<file path="src/rtl/gnta_pkg.sv">
// ----------------------------------------------------------------------------
// gnta_pkg
// Shared constants and codes for the greedy nearest track assignment block.
// ----------------------------------------------------------------------------
`default_nettype none

package gnta_pkg;

  // Table size and stored coordinate precision
  localparam int MAX_AGENTS = 16;
  localparam int COORD_BITS = 16;
  localparam int IDX_W      = (MAX_AGENTS > 1) ? $clog2(MAX_AGENTS) : 1;

  // Field widths of the transaction payloads
  localparam int FUNC_W  = 2;
  localparam int COORD_W = 16;
  localparam int HEAD_W  = 16;
  localparam int SEL_W   = 4;
  localparam int TIME_W  = 32;
  localparam int CNT_W   = 5;

  // Mask applied to incoming coordinates before they are used or stored
  localparam logic [COORD_W-1:0] COORD_MASK =
    COORD_W'((64'd1 << COORD_BITS) - 64'd1);

  // Item kinds
  typedef enum logic [FUNC_W-1:0] {
    FUNC_FRAME  = 2'd0,
    FUNC_DETECT = 2'd1,
    FUNC_LOAD   = 2'd2,
    FUNC_READ   = 2'd3
  } gnta_func_e;

endpackage

`default_nettype wire

</file>
<file path="src/rtl/gnta_in_if.sv">
// ----------------------------------------------------------------------------
// gnta_in_if
// Input channel: one item kind plus detection / load / read arguments.
// ----------------------------------------------------------------------------
`default_nettype none

interface gnta_in_if
  import gnta_pkg::*;
();

  logic                      valid;
  logic                      ready;
  logic [FUNC_W-1:0]         func;
  logic [COORD_W-1:0]        det_x;
  logic [COORD_W-1:0]        det_y;
  logic signed [HEAD_W-1:0]  det_heading;
  logic                      has_heading;
  logic [SEL_W-1:0]          agent_sel;
  logic [TIME_W-1:0]         frame_time;

  modport source (
    output valid, func, det_x, det_y, det_heading, has_heading, agent_sel, frame_time,
    input  ready
  );

  modport sink (
    input  valid, func, det_x, det_y, det_heading, has_heading, agent_sel, frame_time,
    output ready
  );

endinterface

`default_nettype wire

</file>
<file path="src/rtl/gnta_out_if.sv">
// ----------------------------------------------------------------------------
// gnta_out_if
// Result channel: one agent record per transaction.
// ----------------------------------------------------------------------------
`default_nettype none

interface gnta_out_if
  import gnta_pkg::*;
();

  logic                      valid;
  logic                      ready;
  logic                      matched;
  logic [SEL_W-1:0]          agent_index;
  logic [COORD_W-1:0]        pos_x;
  logic [COORD_W-1:0]        pos_y;
  logic signed [HEAD_W-1:0]  heading;
  logic                      pos_valid;
  logic                      heading_valid;
  logic [TIME_W-1:0]         agent_time;

  modport source (
    output valid, matched, agent_index, pos_x, pos_y, heading, pos_valid,
           heading_valid, agent_time,
    input  ready
  );

  modport sink (
    input  valid, matched, agent_index, pos_x, pos_y, heading, pos_valid,
           heading_valid, agent_time,
    output ready
  );

endinterface

`default_nettype wire

</file>
<file path="src/rtl/gnta_ram.sv">
// ----------------------------------------------------------------------------
// gnta_ram
// Generic single-write, single-read RAM with a registered read port.
// ----------------------------------------------------------------------------
`default_nettype none

module gnta_ram #(
  parameter int WIDTH = 8,
  parameter int DEPTH = 16
) (
  input  wire logic                             clk_i,
  input  wire logic                             we_i,
  input  wire logic [$clog2(DEPTH > 1 ? DEPTH : 2)-1:0] waddr_i,
  input  wire logic [WIDTH-1:0]                 wdata_i,
  input  wire logic                             re_i,
  input  wire logic [$clog2(DEPTH > 1 ? DEPTH : 2)-1:0] raddr_i,
  output logic      [WIDTH-1:0]                 rdata_o
);

  logic [WIDTH-1:0] mem_q [DEPTH];

  // Write port
  always_ff @(posedge clk_i) begin
    if (we_i) begin
      mem_q[waddr_i] <= wdata_i;
    end
  end

  // Registered read port
  always_ff @(posedge clk_i) begin
    if (re_i) begin
      rdata_o <= mem_q[raddr_i];
    end
  end

endmodule

`default_nettype wire

</file>
<file path="src/rtl/greedy_nearest_track_assign.sv">
// ----------------------------------------------------------------------------
// greedy_nearest_track_assign
// Track table with greedy nearest-agent assignment of detections.
// ----------------------------------------------------------------------------
//
//   channel  | dir | handshake          | payload
//   ---------+-----+--------------------+-----------------------------------------
//   in_i     | in  | valid/ready        | func, det_x/y, det_heading, has_heading,
//            |     |                    | agent_sel, frame_time
//   out_o    | out | valid/ready        | matched, agent_index, pos_x/y, heading,
//            |     |                    | pos_valid, heading_valid, agent_time
//   cfg      | in  | cfg_we_i           | cfg_wdata_i = agent_count
//
// One item is in flight at a time. Frame start: accept moves the block straight
// to the response state. Load / read: one RAM read, then a write-back for a
// load. Detection walks the agent RAM through one read port into a single
// distance pipeline (abs diff, square, sum and compare). The input is ready
// again the cycle after the result register loads. A new item is accepted
// while the previous result waits in the output register; a stalled output
// holds the next result in its final state. Reset is asynchronous; the table
// reads as zero until written.
// ----------------------------------------------------------------------------
`default_nettype none

module greedy_nearest_track_assign
  import gnta_pkg::*;
(
  input  wire logic             clk_i,
  input  wire logic             rst_ni,
  input  wire logic             cfg_we_i,
  input  wire logic [CNT_W-1:0] cfg_wdata_i,
  gnta_in_if.sink               in_i,
  gnta_out_if.source            out_o
);

  typedef struct packed {
    logic [COORD_W-1:0]       x;
    logic [COORD_W-1:0]       y;
    logic signed [HEAD_W-1:0] h;
    logic [TIME_W-1:0]        t;
  } entry_t;

  localparam int ENTRY_W = $bits(entry_t);
  localparam int SQ_W    = 2 * COORD_W;

  typedef struct packed {
    logic                     matched;
    logic [SEL_W-1:0]         idx;
    logic [COORD_W-1:0]       x;
    logic [COORD_W-1:0]       y;
    logic signed [HEAD_W-1:0] h;
    logic                     pv;
    logic                     hv;
    logic [TIME_W-1:0]        t;
  } res_t;

  typedef enum logic [2:0] {
    ST_IDLE,
    ST_SCAN,
    ST_DONE,
    ST_FETCH,
    ST_RESP
  } state_e;

  state_e state_q;

  // Architectural state outside the RAM
  logic [CNT_W-1:0]      agent_count_q;
  logic [MAX_AGENTS-1:0] mask_q;
  logic [MAX_AGENTS-1:0] pos_valid_q;
  logic [MAX_AGENTS-1:0] head_valid_q;
  logic [MAX_AGENTS-1:0] written_q;
  logic [TIME_W-1:0]     cur_time_q;

  // Latched item
  gnta_func_e               func_q;
  logic [COORD_W-1:0]       dx_q;
  logic [COORD_W-1:0]       dy_q;
  logic signed [HEAD_W-1:0] dh_q;
  logic                     hash_q;
  logic [IDX_W-1:0]         raddr_q;

  // Scan pipeline
  logic [IDX_W-1:0]         rd_idx_q;
  logic                     issue_q;
  logic                     o0_q;
  logic [IDX_W-1:0]         idx0_q;
  logic                     o1_q, e1_q;
  logic [IDX_W-1:0]         idx1_q;
  logic [COORD_W-1:0]       ax1_q, ay1_q;
  logic signed [HEAD_W-1:0] h1_q;
  logic                     o2_q, e2_q;
  logic [IDX_W-1:0]         idx2_q;
  logic [SQ_W-1:0]          sx2_q, sy2_q;
  logic signed [HEAD_W-1:0] h2_q;
  logic                     found_q;
  logic [SQ_W:0]            best_sum_q;
  logic [IDX_W-1:0]         best_idx_q;
  logic signed [HEAD_W-1:0] best_h_q;

  // Result registers
  res_t pend_q;
  res_t out_q;
  logic out_valid_q;

  // RAM port signals
  logic               ram_we;
  logic [IDX_W-1:0]   ram_waddr;
  logic [ENTRY_W-1:0] ram_wdata;
  logic               ram_re;
  logic [IDX_W-1:0]   ram_raddr;
  logic [ENTRY_W-1:0] ram_rdata;

  logic                  accept;
  logic                  sel_ok;
  gnta_func_e            in_func;
  logic [COORD_W-1:0]    in_x, in_y;
  entry_t                rd_entry;
  logic [COORD_W-1:0]    ax_c, ay_c;
  logic [SQ_W-1:0]       sx_c, sy_c;
  logic [SQ_W:0]         sum_c;
  logic                  better_c;
  logic                  last_c;
  logic                  out_free;
  logic [MAX_AGENTS-1:0] refill_c;
  entry_t                wr_entry;
  res_t                  fetch_res;
  res_t                  done_res;

  gnta_ram #(
    .WIDTH (ENTRY_W),
    .DEPTH (MAX_AGENTS)
  ) u_ram (
    .clk_i   (clk_i),
    .we_i    (ram_we),
    .waddr_i (ram_waddr),
    .wdata_i (ram_wdata),
    .re_i    (ram_re),
    .raddr_i (ram_raddr),
    .rdata_o (ram_rdata)
  );

  // Handshake and input decode
  assign in_i.ready = (state_q == ST_IDLE);
  assign accept     = in_i.valid && (state_q == ST_IDLE);
  assign in_func    = gnta_func_e'(in_i.func);
  assign sel_ok     = (int'(in_i.agent_sel) < MAX_AGENTS);
  assign in_x       = in_i.det_x & COORD_MASK;
  assign in_y       = in_i.det_y & COORD_MASK;
  assign out_free   = !out_valid_q || out_o.ready;

  // Entries never written read as zero
  assign rd_entry = written_q[raddr_q] ? entry_t'(ram_rdata) : '0;

  // RAM read: agent fetch on accept, or the scan walk
  always_comb begin
    ram_re    = 1'b0;
    ram_raddr = rd_idx_q;
    if (state_q == ST_IDLE) begin
      ram_raddr = IDX_W'(in_i.agent_sel);
      ram_re    = accept && sel_ok && (in_func == FUNC_LOAD || in_func == FUNC_READ);
    end else if (state_q == ST_SCAN) begin
      ram_re = issue_q;
    end
  end

  // Distance pipeline datapath
  assign ax_c     = (dx_q > rd_entry.x) ? dx_q - rd_entry.x : rd_entry.x - dx_q;
  assign ay_c     = (dy_q > rd_entry.y) ? dy_q - rd_entry.y : rd_entry.y - dy_q;
  assign sx_c     = ax1_q * ax1_q;
  assign sy_c     = ay1_q * ay1_q;
  assign sum_c    = {1'b0, sx2_q} + {1'b0, sy2_q};
  assign better_c = e2_q && (!found_q || (sum_c < best_sum_q));
  assign last_c   = o2_q && (idx2_q == IDX_W'(MAX_AGENTS - 1));

  // Mask refill for frame start, count clamped to the table size
  always_comb begin
    for (int i = 0; i < MAX_AGENTS; i++) begin
      refill_c[i] = (i < int'(agent_count_q));
    end
  end

  // Write-back and result assembly for detection and load/read
  always_comb begin
    ram_we    = 1'b0;
    ram_waddr = raddr_q;
    wr_entry  = rd_entry;

    done_res         = '0;
    done_res.matched = 1'b1;
    done_res.idx     = SEL_W'(best_idx_q);
    done_res.x       = dx_q;
    done_res.y       = dy_q;
    done_res.h       = hash_q ? dh_q : best_h_q;
    done_res.pv      = 1'b1;
    done_res.hv      = hash_q;
    done_res.t       = cur_time_q;

    fetch_res         = '0;
    fetch_res.idx     = SEL_W'(raddr_q);
    fetch_res.x       = (func_q == FUNC_LOAD) ? dx_q : rd_entry.x;
    fetch_res.y       = (func_q == FUNC_LOAD) ? dy_q : rd_entry.y;
    fetch_res.h       = rd_entry.h;
    fetch_res.pv      = pos_valid_q[raddr_q];
    fetch_res.hv      = head_valid_q[raddr_q];
    fetch_res.t       = rd_entry.t;

    if (state_q == ST_DONE) begin
      ram_we     = found_q;
      ram_waddr  = best_idx_q;
      wr_entry.x = dx_q;
      wr_entry.y = dy_q;
      wr_entry.h = done_res.h;
      wr_entry.t = cur_time_q;
    end else if (state_q == ST_FETCH) begin
      ram_we     = (func_q == FUNC_LOAD);
      wr_entry.x = dx_q;
      wr_entry.y = dy_q;
    end
  end

  assign ram_wdata = wr_entry;

  // Control state, table marks, scan pipeline and result registers
  always_ff @(posedge clk_i or negedge rst_ni) begin
    if (!rst_ni) begin
      state_q       <= ST_IDLE;
      agent_count_q <= '0;
      mask_q        <= '0;
      pos_valid_q   <= '0;
      head_valid_q  <= '0;
      written_q     <= '0;
      cur_time_q    <= '0;
      issue_q       <= 1'b0;
      o0_q          <= 1'b0;
      o1_q          <= 1'b0;
      e1_q          <= 1'b0;
      o2_q          <= 1'b0;
      e2_q          <= 1'b0;
      found_q       <= 1'b0;
      out_valid_q   <= 1'b0;
    end else begin
      // Configuration write
      if (cfg_we_i) begin
        agent_count_q <= (int'(cfg_wdata_i) > MAX_AGENTS) ? CNT_W'(MAX_AGENTS)
                                                          : cfg_wdata_i;
      end

      // Output register loads from the response state, drains on its transaction
      if (state_q == ST_RESP && out_free) begin
        out_valid_q <= 1'b1;
      end else if (out_o.ready) begin
        out_valid_q <= 1'b0;
      end

      unique case (state_q)
        ST_IDLE: begin
          if (accept) begin
            func_q  <= in_func;
            dx_q    <= in_x;
            dy_q    <= in_y;
            dh_q    <= in_i.det_heading;
            hash_q  <= in_i.has_heading;
            raddr_q <= IDX_W'(in_i.agent_sel);
            pend_q  <= '0;
            unique case (in_func)
              FUNC_FRAME: begin
                pos_valid_q  <= '0;
                head_valid_q <= '0;
                mask_q       <= refill_c;
                cur_time_q   <= in_i.frame_time;
                state_q      <= ST_RESP;
              end
              FUNC_DETECT: begin
                rd_idx_q <= '0;
                issue_q  <= 1'b1;
                o0_q     <= 1'b0;
                o1_q     <= 1'b0;
                e1_q     <= 1'b0;
                o2_q     <= 1'b0;
                e2_q     <= 1'b0;
                found_q  <= 1'b0;
                state_q  <= ST_SCAN;
              end
              FUNC_LOAD, FUNC_READ: begin
                if (sel_ok) begin
                  state_q <= ST_FETCH;
                end else begin
                  // Out-of-range agent: index echoed, everything else zero
                  pend_q.idx <= in_i.agent_sel;
                  state_q    <= ST_RESP;
                end
              end
              default: state_q <= ST_IDLE;
            endcase
          end
        end

        ST_SCAN: begin
          // Read issue
          if (issue_q) begin
            raddr_q  <= rd_idx_q;
            rd_idx_q <= rd_idx_q + 1'b1;
            if (rd_idx_q == IDX_W'(MAX_AGENTS - 1)) begin
              issue_q <= 1'b0;
            end
          end
          o0_q   <= issue_q;
          idx0_q <= rd_idx_q;
          // Absolute differences
          o1_q   <= o0_q;
          e1_q   <= o0_q && mask_q[idx0_q];
          idx1_q <= idx0_q;
          ax1_q  <= ax_c;
          ay1_q  <= ay_c;
          h1_q   <= rd_entry.h;
          // Squares
          o2_q   <= o1_q;
          e2_q   <= e1_q;
          idx2_q <= idx1_q;
          sx2_q  <= sx_c;
          sy2_q  <= sy_c;
          h2_q   <= h1_q;
          // Sum and running minimum, lowest index kept on ties
          if (better_c) begin
            found_q    <= 1'b1;
            best_sum_q <= sum_c;
            best_idx_q <= idx2_q;
            best_h_q   <= h2_q;
          end
          // Earlier stages are already empty when the last agent arrives
          if (last_c) begin
            state_q <= ST_DONE;
          end
        end

        ST_DONE: begin
          if (found_q) begin
            written_q[best_idx_q]    <= 1'b1;
            pos_valid_q[best_idx_q]  <= 1'b1;
            head_valid_q[best_idx_q] <= hash_q;
            mask_q[best_idx_q]       <= 1'b0;
            pend_q                   <= done_res;
          end
          state_q <= ST_RESP;
        end

        ST_FETCH: begin
          if (func_q == FUNC_LOAD) begin
            written_q[raddr_q] <= 1'b1;
          end
          pend_q  <= fetch_res;
          state_q <= ST_RESP;
        end

        ST_RESP: begin
          if (out_free) begin
            out_q   <= pend_q;
            state_q <= ST_IDLE;
          end
        end

        default: state_q <= ST_IDLE;
      endcase
    end
  end

  // Result channel
  assign out_o.valid         = out_valid_q;
  assign out_o.matched       = out_q.matched;
  assign out_o.agent_index   = out_q.idx;
  assign out_o.pos_x         = out_q.x;
  assign out_o.pos_y         = out_q.y;
  assign out_o.heading       = out_q.h;
  assign out_o.pos_valid     = out_q.pv;
  assign out_o.heading_valid = out_q.hv;
  assign out_o.agent_time    = out_q.t;

endmodule

`default_nettype wire

</file>
<file path="src/flat_wrapper.sv">
// flat-port wrapper written by rule: the top's interface ports become plain ports
module greedy_nearest_track_assign_flat import gnta_pkg::*;
  (clk_i, rst_ni, cfg_we_i, cfg_wdata_i, in_i_valid, in_i_func, in_i_det_x, in_i_det_y, in_i_det_heading, in_i_has_heading, in_i_agent_sel, in_i_frame_time, in_i_ready, out_o_valid, out_o_matched, out_o_agent_index, out_o_pos_x, out_o_pos_y, out_o_heading, out_o_pos_valid, out_o_heading_valid, out_o_agent_time, out_o_ready);
  gnta_in_if in_i_i ();
  gnta_out_if out_o_i ();
  input  wire logic clk_i;
  input  wire logic rst_ni;
  input  wire logic cfg_we_i;
  input  wire logic [CNT_W-1:0] cfg_wdata_i;
  input wire logic [$bits(in_i_i.valid)-1:0] in_i_valid;
  input wire logic [$bits(in_i_i.func)-1:0] in_i_func;
  input wire logic [$bits(in_i_i.det_x)-1:0] in_i_det_x;
  input wire logic [$bits(in_i_i.det_y)-1:0] in_i_det_y;
  input wire logic [$bits(in_i_i.det_heading)-1:0] in_i_det_heading;
  input wire logic [$bits(in_i_i.has_heading)-1:0] in_i_has_heading;
  input wire logic [$bits(in_i_i.agent_sel)-1:0] in_i_agent_sel;
  input wire logic [$bits(in_i_i.frame_time)-1:0] in_i_frame_time;
  output wire logic [$bits(in_i_i.ready)-1:0] in_i_ready;
  output wire logic [$bits(out_o_i.valid)-1:0] out_o_valid;
  output wire logic [$bits(out_o_i.matched)-1:0] out_o_matched;
  output wire logic [$bits(out_o_i.agent_index)-1:0] out_o_agent_index;
  output wire logic [$bits(out_o_i.pos_x)-1:0] out_o_pos_x;
  output wire logic [$bits(out_o_i.pos_y)-1:0] out_o_pos_y;
  output wire logic [$bits(out_o_i.heading)-1:0] out_o_heading;
  output wire logic [$bits(out_o_i.pos_valid)-1:0] out_o_pos_valid;
  output wire logic [$bits(out_o_i.heading_valid)-1:0] out_o_heading_valid;
  output wire logic [$bits(out_o_i.agent_time)-1:0] out_o_agent_time;
  input wire logic [$bits(out_o_i.ready)-1:0] out_o_ready;
  assign in_i_i.valid = in_i_valid;
  assign in_i_i.func = in_i_func;
  assign in_i_i.det_x = in_i_det_x;
  assign in_i_i.det_y = in_i_det_y;
  assign in_i_i.det_heading = in_i_det_heading;
  assign in_i_i.has_heading = in_i_has_heading;
  assign in_i_i.agent_sel = in_i_agent_sel;
  assign in_i_i.frame_time = in_i_frame_time;
  assign in_i_ready = in_i_i.ready;
  assign out_o_valid = out_o_i.valid;
  assign out_o_matched = out_o_i.matched;
  assign out_o_agent_index = out_o_i.agent_index;
  assign out_o_pos_x = out_o_i.pos_x;
  assign out_o_pos_y = out_o_i.pos_y;
  assign out_o_heading = out_o_i.heading;
  assign out_o_pos_valid = out_o_i.pos_valid;
  assign out_o_heading_valid = out_o_i.heading_valid;
  assign out_o_agent_time = out_o_i.agent_time;
  assign out_o_i.ready = out_o_ready;
  greedy_nearest_track_assign u_core (.clk_i(clk_i), .rst_ni(rst_ni), .cfg_we_i(cfg_we_i), .cfg_wdata_i(cfg_wdata_i), .in_i(in_i_i), .out_o(out_o_i));
endmodule
</file>
<file path="config.mk">
export PLATFORM = sky130hd
export DESIGN_NAME = greedy_nearest_track_assign_flat
export DESIGN_NICKNAME = d
export VERILOG_FILES = /design/src/rtl/gnta_pkg.sv /design/src/rtl/gnta_in_if.sv /design/src/rtl/gnta_out_if.sv /design/src/rtl/gnta_ram.sv /design/src/rtl/greedy_nearest_track_assign.sv /design/src/flat_wrapper.sv
export SDC_FILE = /design/constraint.sdc
export NUM_CORES = 2
export LEC_CHECK = 0
export ABC_AREA = 1
export BUFFER_PORTS_ARGS = -buffer_cell sky130_fd_sc_hd__buf_2
export CORE_ASPECT_RATIO = 2
export CORE_UTILIZATION = 44
export CTS_CLUSTER_DIAMETER = 30
export DETAILED_ROUTE_END_ITERATION = 6
export HOLD_SLACK_MARGIN = 0.12
export SYNTH_ARGS = -nofsm -noshare
export SYNTH_HDL_FRONTEND = slang
export SYNTH_HIERARCHICAL = 1
export SYNTH_SLANG_ARGS = --single-unit
</file>
<file path="constraint.sdc">
create_clock -name clk_i -period 9.8 [get_ports clk_i]
set_input_delay 0.49 -clock clk_i [delete_from_list [all_inputs] [get_ports clk_i]]
set_output_delay 0.49 -clock clk_i [all_outputs]
set_load 0.01 [all_outputs]
</file>
==> results.md <==
- Max Root-Sink Buffers: 4
- CTS Buf Count: 272
- Arr. time, crit path: 6.69 ns
- Vias: 71672
- Final hold vios: 0
- Post-synth top area share: 53.53%
- Fin Setup TNS: 0 ns
- Post-CTS setup buffer count: 0
- # IOs: 186
- Detailed Place HPWL: 191100 um
- Grt total ovfl: 0
- Post-synth EDFFs: 1784
- Asr flop ratio synth: 5.907%
- Detailed Route Iter0 Violations: 5557
- DR pass1 iterations: 6
- Initial Util: 44.24%
- Worst-skew pair later-pin latency: 0.87 ns
- GPL Wtd Cong: 0.9505
- Area of the multi-input gates: 34440 um^2
- Critical path required time: 10.34 ns
- Final period util: 62.68%
- Vias in the first global route: 72249
- First-pass GRT wire length: 447400 um
- Fmax: 0.1628 GHz
- Total wire length: 301700 um
- PortBufs: 185
- Layout cells sized above 1: 8.190%
- Num rows: 247
- Cts hold-fix bufs: 103
- Worst Setup Path Type: register to register
- Peak fanout along the critical path: 17
- Synth cell types: 50
- Die H: 676.5 um
- Mapped Area: 100100 um^2
- CTS clock-pin slew for the worst setup and hold paths: 0.06 ns
- DR DRC count: 0
- Worst slew pin tran: 1.168 ns
- Most frequent cells in the layout: nand2_1, inv_1, edfxtp_1
- Post-synth top area cell: edfxtp_1
- Crit end category: register
- Max-cap violations: 0
- Antenna Nets Post-Route: 0
- Hold Path Class: input port to register
- Startpoint Class: register
- Nets: 11229
- Status: completed
- Synth Net Count: 11004
- Fill count: 20339
- Area Growth Syn to Fin: 13.72%
- Resize count post-CTS: 0
- Synth Flop Type: edfxtp_1
- CTS tree: done
- Die area: 229500 um^2
- Clock Root Buffer: clkbuf_16
- #FFs+latches synth: 1896
- Slew margin rel.: 22.10%
- Num Clock Sinks: 1896
- Yosys warns: 6
- RSZ-0062 raised after global routing: false
- Vias per cell: 5.237
- Endpoints failing setup: 0
- Synth area leaders: edfxtp_1, nand2_1, inv_1
- Die X: 339.2 um
- Clock Skews: 0.07627 ns
- Initial antenna violation count: 7
- Post-Syn Instances: 10254
- Slew Limit Fails: 0
- Seq/Total Area, Yosys: 56.33%
- Core area: 226200 um^2
- H-Tree Depth: 5
- DR WL/cell: 22.04 um
- Most common cell after layout, fill and taps aside: nand2_1
- Reg area: 56370 um^2
- Fin crit period: 6.143 ns
- Largest net degree at the start of global routing: 212
- Syn_area_per_cell: 9.761 um^2
- All-layer global routing usage: 26.01%
## worst max-delay path: stages (launching register included)
cell	delay, ns
edfxtp_1	0.96
nand2_1	0.34
xor2_1	0.23
ha_1	0.20
o21bai_1	0.18
fa_1	0.50
fa_1	0.60
fa_1	0.47
fa_1	0.50
inv_1	0.05
fa_1	0.48
inv_1	0.04
ha_1	0.35
nand2_1	0.11
nor2_1	0.16
inv_1	0.08
nor3_1	0.22
nand2_1	0.09
nand2_1	0.12
nand2_1	0.08
nand3_1	0.07
nand2_1	0.05
## metal layers
| layer | share of wire (%) | wire, um | up-vias | track usage, % |
|---|---|---|---|---|
| met4 | 5.3 | 15920 | 0 | 13.08 |
| met1 | 37 | 110600 | 35153 | 29.50 |
| met2 | 53 | 159400 | 2518 | 47.89 |
| li1 | - | - | 33279 | - |
| met5 | 0 | 0 | - | 0 |
| met3 | 5.2 | 15790 | 722 | 2.949 |
## area by class of cell
class                      count  area share [%]
clock buffer                 296           6.123
clock inverter               195           1.884
antenna                        3        0.006596
inverter                    1955           6.471
multi-input combinational   5983           30.26
tap                         2988           3.285
timing repair buffer         371           2.435
sequential                  1896           49.53
## flip-flops by register name (all words and copies together) (netlist names), 31 cells and up
name / count
u_core/sx2_q: 31
u_core/sy2_q: 31
u_core/best_sum_q: 33
u_core/out_o.agent_time: 32
u_core/pend_q: 87
u_core/u_ram/rdata_o: 80
u_core/cur_time_q: 32
u_core/u_ram/mem_q: 1280
## stage by stage
| stage | utilization [%] | setup slack (ns) | hold slack, ns | area, um^2 | std cells |
|---|---|---|---|---|---|
| 5_1_grt | 50.31 | 3.320 | 0.3376 | 113800 | 13686 |
| 3_3_place_gp | 45.82 | 3.531 | 0.4008 | 103700 | 13090 |
| 6_report | 50.31 | 3.657 | 0.3512 | 113800 | 13687 |
| 2_1_floorplan | - | 1.965 | 0.1944 | 100100 | 10254 |
| 4_1_cts | 50.31 | 3.568 | 0.3008 | 113800 | 13684 |
| 3_5_place_dp | 45.82 | 3.527 | 0.4052 | 103700 | 13090 |
## Yosys cell counts, types with 18 or more instances
cell type	instances
dfrtp_1	112
o21ai_1	23
a21oi_1	211
fa_1	329
edfxtp_1	1784
xor2_1	84
nand3_2	43
nand3_1	1222
inv_1	1921
o21bai_1	30
xnor2_1	18
o21ai_0	185
nand2_2	22
nor2_1	259
ha_1	324
buf_2	212
buf_4	21
nor3_1	42
buf_1	31
clkbuf_1	120
inv_2	34
nand2_1	3054
nand4_1	37
## cells by family (layout without fill, tap and decap cells)
kind of cell | count (synthesis) | in the layout | share of synthesized area, %
AND/OR/NAND/NOR | 4712 | 4712 | 19.77
buffers and inverters | 2375 | 2817 | 9.509
flip-flops | 1896 | 1896 | 56.33
adder cells (fa/ha/maj) | 653 | 653 | 10.63
AO/OA/AOI/OAI | 500 | 500 | 2.690
XOR/XNOR | 102 | 102 | 0.8926
multiplexers | 16 | 16 | 0.1800
other | 0 | 3 | 0
## path summary, 6_finish.rpt
| check | endpoint | depth (start not counted) | from | slack [ns] |
|---|---|---|---|---|
| max | u_core/sx2_q[22]$_DFFE_PP_ | 21 | u_core/ax1_q[0]$_DFFE_PP_ | 3.66 |
| min | u_core/dh_q[1]$_DFFE_PP_ | 2 | in_i_det_heading[1] | 0.35 |
| max reg2reg | u_core/sx2_q[22]$_DFFE_PP_ | 21 | u_core/ax1_q[0]$_DFFE_PP_ | 3.66 |
| min reg2reg | u_core/h2_q[13]$_DFFE_PP_ | 0 | u_core/h1_q[13]$_DFFE_PP_ | 0.40 |
| max in group asynchronous | u_core/head_valid_q[4]$_DFFE_PN0P_ | 4 | rst_ni | 8.28 |
| min in group asynchronous | u_core/cur_time_q[2]$_DFFE_PN0P_ | 3 | rst_ni | 0.66 |
Power is not shown: default switching activity piles up to over one toggle a cycle in this logic, so the estimate is an artifact.
